**src/design/stepper_position_controller_defines.svh**
```systemverilog
// ---------------------------------------------------------------------------
// Stepper position controller assertion macros
// Shared concurrent assertion forms, clocked on clk and held off in reset.
// ---------------------------------------------------------------------------
`ifndef STEPPER_POSITION_CONTROLLER_DEFINES_SVH
`define STEPPER_POSITION_CONTROLLER_DEFINES_SVH

// Check the consequent in the same cycle as the antecedent.
`define SPC_ASSERT_NOW(label, ante, cons, msg) \
    label: assert property (@(posedge clk) disable iff (!rst_n) (ante) |-> (cons)) \
        else $error(msg);

// Check the consequent in the cycle after the antecedent.
`define SPC_ASSERT_NEXT(label, ante, cons, msg) \
    label: assert property (@(posedge clk) disable iff (!rst_n) (ante) |=> (cons)) \
        else $error(msg);

`endif

```
**src/design/spc_pkg.sv**
```systemverilog
// ---------------------------------------------------------------------------
// Stepper position controller package
// Command codes, switch and direction codes, and the control flag record.
// ---------------------------------------------------------------------------
package spc_pkg;

    typedef enum logic [1:0] {
        CMD_TICK = 2'd0,
        CMD_MOVE = 2'd1,
        CMD_STOP = 2'd2,
        CMD_SET  = 2'd3
    } spc_cmd_t;

    // Signed two-bit codes for the switch record and the last step direction
    localparam logic [1:0] SIDE_NONE = 2'b00;
    localparam logic [1:0] SIDE_POS  = 2'b01;
    localparam logic [1:0] SIDE_NEG  = 2'b11;

    typedef struct packed {
        logic       moving;
        logic [1:0] hit;
        logic [1:0] prev_dir;
        logic       dir_pin;
        logic       awake;
    } spc_flags_t;

    localparam int IN_DATA_W  = 40;
    localparam int IN_USER_W  = 2;
    localparam int OUT_DATA_W = 40;
    localparam int OUT_POS_W  = 32;

endpackage

```
**src/design/stepper_position_controller.sv**
```systemverilog
// ---------------------------------------------------------------------------
// Stepper position controller
// Step position tracking with target moves and limit switch stops.
// ---------------------------------------------------------------------------
// Usage:
//   Requests enter on the s_axis channel: tuser carries the command (tick,
//   move, stop, set position), tdata the value and the two limit switches.
//   Every request yields exactly one result on the m_axis channel with the
//   step pulse, direction pin, sleep pin, moving flag, switch record and the
//   position after the request.
//   The cfg channel writes invert_direction; cfg_ready is always high, and
//   writes are expected only while no request is in flight.
//   Flow: a request accepted at one edge sits in the input register; its
//   result is registered once the result register is free or draining, and
//   that register drives m_axis_tvalid. The state loop is one compare-and-step
//   pass. Throughput: one request per cycle while m_axis_tready is high.
//   Stall: when m_axis_tready is low the result register holds, the input
//   register holds its request, and s_axis_tready drops once both are full.
//   Reset: position, target and flags go to zero, the driver sleeps, the
//   direction pin is low and invert_direction is cleared.
// ---------------------------------------------------------------------------
`include "stepper_position_controller_defines.svh"

module stepper_position_controller #(
    parameter int POSITION_WIDTH = 32
) (
    input  logic                            clk,
    input  logic                            rst_n,
    // configuration write
    input  logic                            cfg_valid,
    output logic                            cfg_ready,
    input  logic                            cfg_data,       // invert_direction
    // request channel
    input  logic                            s_axis_tvalid,
    output logic                            s_axis_tready,
    // [31:0] value, [32] left_switch_pressed, [33] right_switch_pressed, [39:34] zero
    input  logic [spc_pkg::IN_DATA_W-1:0]   s_axis_tdata,
    // [1:0] cmd
    input  logic [spc_pkg::IN_USER_W-1:0]   s_axis_tuser,
    // result channel
    output logic                            m_axis_tvalid,
    input  logic                            m_axis_tready,
    // [0] step_pulse, [1] direction_level, [2] driver_awake, [3] is_moving,
    // [5:4] switch_hit, [37:6] current_position, [39:38] zero
    output logic [spc_pkg::OUT_DATA_W-1:0]  m_axis_tdata
);
    import spc_pkg::*;

    localparam int PW = POSITION_WIDTH;

    // configuration
    logic invert_reg;

    // input register
    logic          in_valid_reg;
    spc_cmd_t      in_cmd_reg;
    logic [PW-1:0] in_value_reg;
    logic          in_left_reg;
    logic          in_right_reg;

    // controller state
    spc_flags_t    flags_reg;
    logic [PW-1:0] pos_reg;
    logic [PW-1:0] tgt_reg;

    // result register
    logic          out_valid_reg;
    logic          res_step_reg;
    spc_flags_t    res_flags_reg;
    logic [PW-1:0] res_pos_reg;

    // step logic outputs
    spc_flags_t    flags_next;
    logic [PW-1:0] pos_next;
    logic [PW-1:0] tgt_next;
    logic          step_next;

    logic advance;
    logic in_accept;

    // Advance the held request whenever the result register is free or drains.
    assign advance       = in_valid_reg && (!out_valid_reg || m_axis_tready);
    assign s_axis_tready = !in_valid_reg || advance;
    assign in_accept     = s_axis_tvalid && s_axis_tready;
    assign cfg_ready     = 1'b1;

    always_ff @(posedge clk or negedge rst_n)
    begin
        if (!rst_n)
        begin
            invert_reg <= 1'b0;
        end
        else if (cfg_valid)
        begin
            invert_reg <= cfg_data;
        end
    end

    // Input register: valid is control, payload loads on accept only.
    always_ff @(posedge clk or negedge rst_n)
    begin
        if (!rst_n)
        begin
            in_valid_reg <= 1'b0;
        end
        else if (in_accept)
        begin
            in_valid_reg <= 1'b1;
        end
        else if (advance)
        begin
            in_valid_reg <= 1'b0;
        end
    end

    always_ff @(posedge clk)
    begin
        if (in_accept)
        begin
            in_cmd_reg   <= spc_cmd_t'(s_axis_tuser[1:0]);
            in_value_reg <= s_axis_tdata[PW-1:0];
            in_left_reg  <= s_axis_tdata[32];
            in_right_reg <= s_axis_tdata[33];
        end
    end

    spc_step #(
        .POSITION_WIDTH (PW)
    ) u_step (
        .cmd                  (in_cmd_reg),
        .value                (in_value_reg),
        .left_switch_pressed  (in_left_reg),
        .right_switch_pressed (in_right_reg),
        .invert_direction     (invert_reg),
        .flags                (flags_reg),
        .position             (pos_reg),
        .target               (tgt_reg),
        .flags_next           (flags_next),
        .position_next        (pos_next),
        .target_next          (tgt_next),
        .step_pulse           (step_next)
    );

    // Commit the new state together with the result of the same request.
    always_ff @(posedge clk or negedge rst_n)
    begin
        if (!rst_n)
        begin
            flags_reg <= '0;
            pos_reg   <= '0;
            tgt_reg   <= '0;
        end
        else if (advance)
        begin
            flags_reg <= flags_next;
            pos_reg   <= pos_next;
            tgt_reg   <= tgt_next;
        end
    end

    always_ff @(posedge clk or negedge rst_n)
    begin
        if (!rst_n)
        begin
            out_valid_reg <= 1'b0;
        end
        else if (advance)
        begin
            out_valid_reg <= 1'b1;
        end
        else if (m_axis_tready)
        begin
            out_valid_reg <= 1'b0;
        end
    end

    always_ff @(posedge clk)
    begin
        if (advance)
        begin
            res_step_reg  <= step_next;
            res_flags_reg <= flags_next;
            res_pos_reg   <= pos_next;
        end
    end

    assign m_axis_tvalid = out_valid_reg;
    assign m_axis_tdata  = {2'b00,
                            OUT_POS_W'($signed(res_pos_reg)),
                            res_flags_reg.hit,
                            res_flags_reg.moving,
                            res_flags_reg.awake,
                            res_flags_reg.dir_pin,
                            res_step_reg};

    // A step is only issued inside a move with the driver awake.
    `SPC_ASSERT_NOW(a_step_in_move, out_valid_reg && res_step_reg, res_flags_reg.moving && res_flags_reg.awake, "step pulse outside an active move")
    // The sleep pin follows the moving flag at all times.
    `SPC_ASSERT_NOW(a_awake_tracks_moving, 1'b1, flags_reg.awake == flags_reg.moving, "driver awake state out of step with moving flag")
    // A recorded switch stop leaves the controller idle.
    `SPC_ASSERT_NOW(a_hit_idle, flags_reg.hit != SIDE_NONE, !flags_reg.moving, "switch recorded while still moving")
    // Without a step or a set, the position holds.
    `SPC_ASSERT_NEXT(a_pos_hold, advance && !step_next && in_cmd_reg != CMD_SET, pos_reg == $past(pos_reg), "position changed without a step")
    // An empty result register never blocks new requests.
    `SPC_ASSERT_NOW(a_ready_when_empty, !out_valid_reg, s_axis_tready, "request channel stalled with empty result register")

endmodule

```
**src/design/spc_step.sv**
```systemverilog
// ---------------------------------------------------------------------------
// Stepper position controller step logic
// Next state and step decision for one request, purely combinational.
// ---------------------------------------------------------------------------
module spc_step #(
    parameter int POSITION_WIDTH = 32
) (
    input  spc_pkg::spc_cmd_t        cmd,
    input  logic [POSITION_WIDTH-1:0] value,
    input  logic                      left_switch_pressed,
    input  logic                      right_switch_pressed,
    input  logic                      invert_direction,
    input  spc_pkg::spc_flags_t       flags,
    input  logic [POSITION_WIDTH-1:0] position,
    input  logic [POSITION_WIDTH-1:0] target,
    output spc_pkg::spc_flags_t       flags_next,
    output logic [POSITION_WIDTH-1:0] position_next,
    output logic [POSITION_WIDTH-1:0] target_next,
    output logic                      step_pulse
);
    import spc_pkg::*;

    logic       dir_up;
    logic       blocked;
    logic [1:0] dir_code;

    assign dir_up   = $signed(target) > $signed(position);
    assign blocked  = dir_up ? left_switch_pressed : right_switch_pressed;
    assign dir_code = dir_up ? SIDE_POS : SIDE_NEG;

    always_comb
    begin
        flags_next    = flags;
        position_next = position;
        target_next   = target;
        step_pulse    = 1'b0;
        case (cmd)
            CMD_TICK:
            begin
                if (flags.moving)
                begin
                    if (position == target)
                    begin
                        // target reached: end the move
                        flags_next.moving = 1'b0;
                        flags_next.awake  = 1'b0;
                    end
                    else if (blocked)
                    begin
                        flags_next.hit    = dir_code;
                        flags_next.moving = 1'b0;
                        flags_next.awake  = 1'b0;
                    end
                    else
                    begin
                        // drive the pin only on a change of direction
                        if (dir_code != flags.prev_dir)
                        begin
                            flags_next.dir_pin  = dir_up ^ invert_direction;
                            flags_next.prev_dir = dir_code;
                        end
                        step_pulse    = 1'b1;
                        position_next = dir_up ? position + 1'b1 : position - 1'b1;
                    end
                end
            end
            CMD_MOVE:
            begin
                target_next       = value;
                flags_next.hit    = SIDE_NONE;
                flags_next.awake  = 1'b1;
                flags_next.moving = 1'b1;
            end
            CMD_STOP:
            begin
                target_next       = position;
                flags_next.moving = 1'b0;
                flags_next.awake  = 1'b0;
            end
            CMD_SET:
            begin
                position_next     = value;
                target_next       = value;
                flags_next.moving = 1'b0;
                flags_next.awake  = 1'b0;
            end
            default:
            begin
                flags_next = flags;
            end
        endcase
    end

endmodule

```
**config.mk**
```make
export PLATFORM = sky130hd
export DESIGN_NAME = stepper_position_controller
export DESIGN_NICKNAME = d
export VERILOG_FILES = /design/src/design/spc_pkg.sv /design/src/design/stepper_position_controller.sv /design/src/design/spc_step.sv
export VERILOG_INCLUDE_DIRS = /design/src /design/src/design
export SDC_FILE = /design/constraint.sdc
export NUM_CORES = 1
export LEC_CHECK = 0
export ABC_AREA = 0
export BUFFER_PORTS_ARGS = -buffer_cell sky130_fd_sc_hd__buf_2
export CAP_MARGIN = 30
export CORE_MARGIN = 5
export CORE_UTILIZATION = 53
export CTS_BUF_LIST = sky130_fd_sc_hd__clkbuf_4
export CTS_CLUSTER_SIZE = 20
export DETAILED_ROUTE_END_ITERATION = 10
export PLACE_DENSITY_LB_ADDON = 0.25
export SYNTH_ARGS = -nofsm -noshare
export SYNTH_HDL_FRONTEND = slang
export SYNTH_SLANG_ARGS = --single-unit
```
**constraint.sdc**
```tcl
create_clock -name clk -period 4.9 [get_ports clk]
set_input_delay 0.98 -clock clk [delete_from_list [all_inputs] [get_ports clk]]
set_output_delay 0.98 -clock clk [all_outputs]
set_load 0.05 [all_outputs]
```
==> results of run 1 <==
cells in the mapped netlist, types with 21 or more instances:
cell and instances:
clkbuf_1 22, inv_1 46, a21oi_1 79, ha_1 69
o21ai_0 48, nor2_1 64, o22ai_1 23, dfrtp_1 74
nand2_1 68, edfxtp_1 74, mux2i_1 35, a22oi_1 21
final cells by class:
class                           count  area share, %
Inverter                           49           1.78
Tap cell                          220           2.59
Timing Repair Buffer              186           11.6
Multi-Input combinational cell    639           42.6
Clock inverter                     13           1.72
Antenna cell                        1         0.0235
Clock buffer                       19           1.34
Sequential cell                   148           38.3
stage by stage:
| stage | std cells | setup TNS, ps | area (sq um) | setup slack, ps |
|---|---|---|---|---|
| final | 1275 | 0 | 10600 | 209 |
| after detailed placement | 1235 | 0 | 10200 | 55.1 |
| after global placement | 1234 | 0 | 10100 | 96.6 |
| after CTS | 1269 | 0 | 10500 | 4.78 |
| after global routing | 1275 | -21.9 | 10600 | -21.9 |
| after floorplan | 878 | 0 | 8910 | 226 |
worst min path at each step:
stage | to | depth (start not counted)
after global placement | m_axis_tvalid | 1
after detailed placement | flags_reg[5] | 2
final | tgt_reg[10] | 1
after CTS | pos_reg[15] | 1
after global routing | tgt_reg[12] | 1
after floorplan | m_axis_tvalid | 1
routing by layer:
| metal | vias to the layer above | GRT usage, % | wire [um] |
|---|---|---|---|
| met2 | 263 | 38.8 | 11000 |
| met1 | 3624 | 34.1 | 11000 |
| met5 | - | 0 | 0 |
| li1 | 3632 | - | - |
| met3 | 29 | 4.94 | 1460 |
| met4 | 0 | 6.22 | 303 |
what timing repair did:
| action | 4_1_cts | 5_1_grt |
|---|---|---|
| setup endpoints to repair | 1 | 25 |
| gates resized for setup | 0 | 16 |
| cloned | 0 | 1 |
| pin swaps | 1 | 4 |
| setup buffers | 2 | 3 |
worst max-delay path, cell delays in order (launching register included):
cell and delay [ps]:
dfrtp_1 420, inv_1 100, ha_1 340, and4_1 240
a221o_1 350, buf_4 150, o21ai_1 200, nand3_2 180
nand2_4 190, buf_8 190, ha_1 250, and4_1 230
a31oi_1 160, o21ai_0 140, a211o_1 340, a211o_1 320
o21a_1 200, o21a_1 200, o311ai_1 290
cell families (layout without fill, tap and decap cells):
logic type | Yosys count | count (layout) | synth area share (%)
mux | 39 | 39 | 4.52
compound gates | 291 | 291 | 21.6
other cells | 2 | 4 | 0.0843
xor+xnor | 20 | 20 | 1.97
fa+ha+maj | 70 | 70 | 9.92
flops | 148 | 148 | 45.7
buf+inv | 92 | 267 | 4.52
simple gates | 215 | 216 | 11.7
==> metrics.log, run 1 <==
INFO  metric status = finished clean
INFO  metric tightest_slew = 921 ps
INFO  metric drt_pre_antenna_iters = 5
INFO  metric syn_avg_cell_area = 10.2 sq um
INFO  metric final_hold_viol_count = 0
INFO  metric final_cell_mix = 103 x buf_4, 80 x buf_2, 78 x a21oi_1
INFO  metric slew_headroom = 38.4%
INFO  metric synth.yosys.warnings = 0
INFO  metric wire_per_inst = 18.6 um
INFO  metric maximum_number_of_pins_on_one_net_before_global_route_repair = 47
INFO  metric critical_path_required = 5290 ps
INFO  metric timing.final.max_slew_violations = 0
INFO  metric cp-end-kind = register
INFO  metric drt-vias-per-instance = 5.92
INFO  metric die_x = 140 um
INFO  metric setup_viol = 0
INFO  metric worst_hold_path_type = in -> async
INFO  metric syn2layout_area_growth = 19.4%
INFO  metric tritoncts.num_buffers = 17
INFO  metric ys_seq_elements = 148
INFO  metric synth-edff-count = 74
INFO  metric antenna_found_initial = 1
INFO  metric synth_top_flop_cell = edfxtp_1
INFO  metric rr_startpoint = pos_reg[31]
INFO  metric ctsHoldBuffers = 0
INFO  metric grt_pass1_vias = 7314
INFO  metric synthDominantAreaCellType = edfxtp_1
INFO  metric grt_usage = 24.3%
INFO  metric fp.dieArea = 19500 sq um
INFO  metric layout_cells_sized_above_1 = 24.2%
INFO  metric synth_seq_area_share = 45.7%
INFO  metric postRouteWirelength = 23.7 mm
INFO  metric max_freq = 0.213 GHz
INFO  metric min_period_over_period = 95.7%
INFO  metric routed-via-count = 7548
INFO  metric drt_first_iter_violations = 707
INFO  metric crit_end = res_pos_reg[31]
INFO  metric synth.top_cell.area_share = 25.0%
INFO  metric post_synth_num_cell_types = 77
INFO  metric footprint_of_the_flip_flops_and_latches = 4070 sq um
INFO  metric timing.reg2reg.worst_path_depth = 18
INFO  metric placeable_core_region = 16500 sq um
INFO  metric utilization = 64.3%
INFO  metric critical_path.startpoint_type = register
INFO  metric holdWs = 334 ps
INFO  metric placementRows = 47
INFO  metric worstPathMaxFanout = 16
INFO  metric fillerInstances = 1371
INFO  metric gpl.final_weighted_congestion = 0.932
INFO  metric clock_tree_sinks = 148
INFO  metric layout.cells.most_common = buf_4
INFO  metric multiInputGateArea = 4530 sq um
INFO  metric grt_pass1_wl = 37.9 mm
INFO  metric startpoint_to_endpoint_class_of_the_critical_path = reg -> reg
INFO  metric worstSkewPairLatency = 580 ps
INFO  metric critPathLaunch = pos_reg[31]
INFO  metric syn_area = 8910 sq um
INFO  metric route.detailed.drc = 0
INFO  metric pin_count = 91
INFO  metric worst-r2r-setup-slack = 210 ps
INFO  metric grt_overflow = 0
INFO  metric clk_pin_slew_worst_paths = 150 ps
INFO  metric tritoncts_clock_tree = built
INFO  metric finalNetCount = 1159
INFO  metric clock_skew = 32.5 ps
INFO  metric cts-root-buf = clkbuf_4
INFO  metric post_synthesis_async_set_or_reset_flop_share = 50.0%
INFO  metric arrival = 5080 ps
INFO  metric cell_types_occupying_the_most_area_after_synthesis = edfxtp_1 25%, dfrtp_1 21%, ha_1 9.7%
INFO  metric initial_utilization = 53.9%
INFO  metric postSynthCellCount = 877
INFO  metric route.antenna.remaining_nets = 0
INFO  metric port-buffer-count = 81
INFO  metric max_cap_violations = 0
INFO  metric period_minus_slack = 4690 ps
INFO  metric die-height = 140 um
INFO  metric regToRegEndpoint = res_pos_reg[31]
INFO  metric ctsLongestPathBuffers = 2
INFO  metric hpwlAfterDp = 16.0 mm
INFO  metric cts_max_level = 4
Power of run 1 is left out: the tool's default activity adds up to more than one toggle a clock period on the data nets, which glitch-free logic cannot reach.
==> run 2: changes to the inputs <==
--- a/config.mk
+++ b/config.mk
@@ -9,12 +9,15 @@
 export ABC_AREA = 0
 export BUFFER_PORTS_ARGS = -buffer_cell sky130_fd_sc_hd__buf_2
 export CAP_MARGIN = 30
+export CELL_PAD_IN_SITES_DETAIL_PLACEMENT = 2
+export CELL_PAD_IN_SITES_GLOBAL_PLACEMENT = 2
 export CORE_MARGIN = 5
-export CORE_UTILIZATION = 53
+export CORE_UTILIZATION = 36
 export CTS_BUF_LIST = sky130_fd_sc_hd__clkbuf_4
 export CTS_CLUSTER_SIZE = 20
 export DETAILED_ROUTE_END_ITERATION = 10
 export PLACE_DENSITY_LB_ADDON = 0.25
+export SKIP_CTS_REPAIR_TIMING = 1
 export SYNTH_ARGS = -nofsm -noshare
 export SYNTH_HDL_FRONTEND = slang
 export SYNTH_SLANG_ARGS = --single-unit
==> metrics.log, run 2 (synthesis results as in run 1) <==
INFO  metric status = finished clean (unchanged)
INFO  metric grt_setup_unrepaired = true
INFO  metric drt_pre_antenna_iters = 8 (was 5)
INFO  metric grt_overflow = 0 (unchanged)
INFO  metric timing.reg2reg.worst_path_depth = 21 (was 18)
INFO  metric fp.dieArea = 28000 sq um (was 19500 sq um)
INFO  metric final.setup.tns = 0 ps (unchanged)
INFO  metric syn2layout_area_growth = 26.5% (was 19.4%)
INFO  metric layout_cells_sized_above_1 = 28.8% (was 24.2%)
INFO  metric antenna_found_initial = 1 (unchanged)
INFO  metric rr_startpoint = pos_reg[27] (was pos_reg[31])
INFO  metric tritoncts.num_buffers = 17 (unchanged)
INFO  metric arrival = 5230 ps (was 5080 ps)
INFO  metric critical_path.startpoint_type = register (unchanged)
INFO  metric maximum_number_of_pins_on_one_net_before_global_route_repair = 46 (was 47)
INFO  metric utilization = 46.3% (was 64.3%)
INFO  metric worst-r2r-setup-slack = 30 ps (was 210 ps)
INFO  metric critPathLaunch = pos_reg[27] (was pos_reg[31])
INFO  metric cp-end-kind = register (unchanged)
INFO  metric timing.final.max_slew_violations = 0 (unchanged)
INFO  metric placed_area = 10700 sq um (was 10200 sq um)
INFO  metric grt_pass1_vias = 9208 (was 7314)
INFO  metric initial_utilization = 36.6% (was 53.9%)
INFO  metric route.detailed.drc = 0 (unchanged)
INFO  metric placementRows = 57 (was 47)
INFO  metric regToRegEndpoint = res_pos_reg[29] (was res_pos_reg[31])
INFO  metric port-buffer-count = 81 (unchanged)
INFO  metric route.antenna.remaining_nets = 0 (unchanged)
INFO  metric die-height = 167 um (was 140 um)
INFO  metric cts-root-buf = clkbuf_4 (unchanged)
INFO  metric layout_setup_ws = 35.0 ps (was 209 ps)
INFO  metric setup_viol = 0 (unchanged)
INFO  metric postRouteWirelength = 34.5 mm (was 23.7 mm)
INFO  metric tritoncts_clock_tree = built (unchanged)
INFO  metric max_freq = 0.206 GHz (was 0.213 GHz)
INFO  metric drt_first_iter_violations = 418 (was 707)
INFO  metric cts_max_level = 4 (unchanged)
INFO  metric finish.instance_area = 11300 sq um (was 10600 sq um)
INFO  metric min_period_over_period = 99.3% (was 95.7%)
INFO  metric grt_usage = 23.4% (was 24.3%)
INFO  metric finalNetCount = 1202 (was 1159)
INFO  metric final_hold_viol_count = 0 (unchanged)
INFO  metric layout.cells.most_common = buf_4 (unchanged)
INFO  metric grt_pass1_wl = 51.7 mm (was 37.9 mm)
INFO  metric max_cap_violations = 0 (unchanged)
INFO  metric clk_pin_slew_worst_paths = 140 ps (was 150 ps)
INFO  metric slew_headroom = 32.5% (was 38.4%)
INFO  metric ctsLongestPathBuffers = 2 (unchanged)
INFO  metric wire_per_inst = 24.3 um (was 18.6 um)
INFO  metric pre_cts_ws = -96.1 ps (was 55.1 ps)
INFO  metric period_minus_slack = 4870 ps (was 4690 ps)
INFO  metric drt-vias-per-instance = 5.76 (was 5.92)
INFO  metric worstPathMaxFanout = 7 (was 16)
INFO  metric pin_count = 91 (unchanged)
INFO  metric clock_skew = 26.0 ps (was 32.5 ps)
INFO  metric tightest_slew = 1010 ps (was 921 ps)
INFO  metric gpl.final_weighted_congestion = 0.923 (was 0.932)
INFO  metric hpwlAfterDp = 22.9 mm (was 16.0 mm)
INFO  metric startpoint_to_endpoint_class_of_the_critical_path = reg -> reg (unchanged)
INFO  metric worst_hold_path_type = in -> async (unchanged)
INFO  metric critical_path_required = 5260 ps (was 5290 ps)
INFO  metric clock_tree_sinks = 148 (unchanged)
INFO  metric placeable_core_region = 24300 sq um (was 16500 sq um)
INFO  metric final_cell_mix = 144 x buf_4, 80 x buf_2, 75 x a21oi_1 (was 103 x buf_4, 80 x buf_2, 78 x a21oi_1)
INFO  metric die_x = 167 um (was 140 um)
INFO  metric routed-via-count = 8187 (was 7548)
INFO  metric worstSkewPairLatency = 610 ps (was 580 ps)
[run 2: layer usage]
| metal | vias to the layer above | share of wire (%) | GRT usage (%) |
|---|---|---|---|
| met2 | 179 | 51 | 42.1 |
| met3 | 63 | 3.6 | 3.61 |
| met1 | 4237 | 42 | 28.9 |
| li1 | 3708 | - | - |
| met4 | 0 | 2.8 | 7.02 |
| met5 | - | 0 | 0 |
[run 2: worst max path at each step]
| stage | endpoint | slack [ps] | depth (start not counted) |
|---|---|---|---|
| after global placement | res_pos_reg[30] | 20 | 17 |
| after detailed placement | res_pos_reg[26] | -100 | 21 |
| final | res_pos_reg[29] | 30 | 21 |
| after global routing | res_pos_reg[12] | -150 | 16 |
| after floorplan | res_pos_reg[30] | 230 | 17 |
| after CTS | res_pos_reg[29] | -370 | 19 |
[run 2: area by class of cell]
class	instances	area [sq um]
fillers	2622	13100
clock buffers	18	135
well taps	324	405
clock inverters	14	200
repair buffers	229	1600
diodes	1	2.50
flip-flops and latches	148	4070
inverters	49	189
multi-input cells	639	4660
[run 2: metrics by stage]
step	hold WS (ps)	instances
final	315	1422
after global routing	294	1422
after CTS	297	1416
after detailed placement	502	1384
after global placement	468	1381
after floorplan	457	878
[run 2: worst max-delay path: stages (launching register included)]
cell and delay (ps):
dfrtp_1 370, inv_1 60, ha_1 330, a21oi_1 130
o21ai_1 180, a221o_1 370, buf_4 150, o21ai_1 290
nand3_4 170, nand2_4 200, buf_4 150, ha_1 220
a211oi_1 290, o21a_1 180, o21ai_2 90, a32o_2 300
o21ai_2 310, a2111oi_4 130, a211oi_2 270, buf_4 170
o31ai_1 70, buf_4 170
Power of run 2 is left out for the same reason.
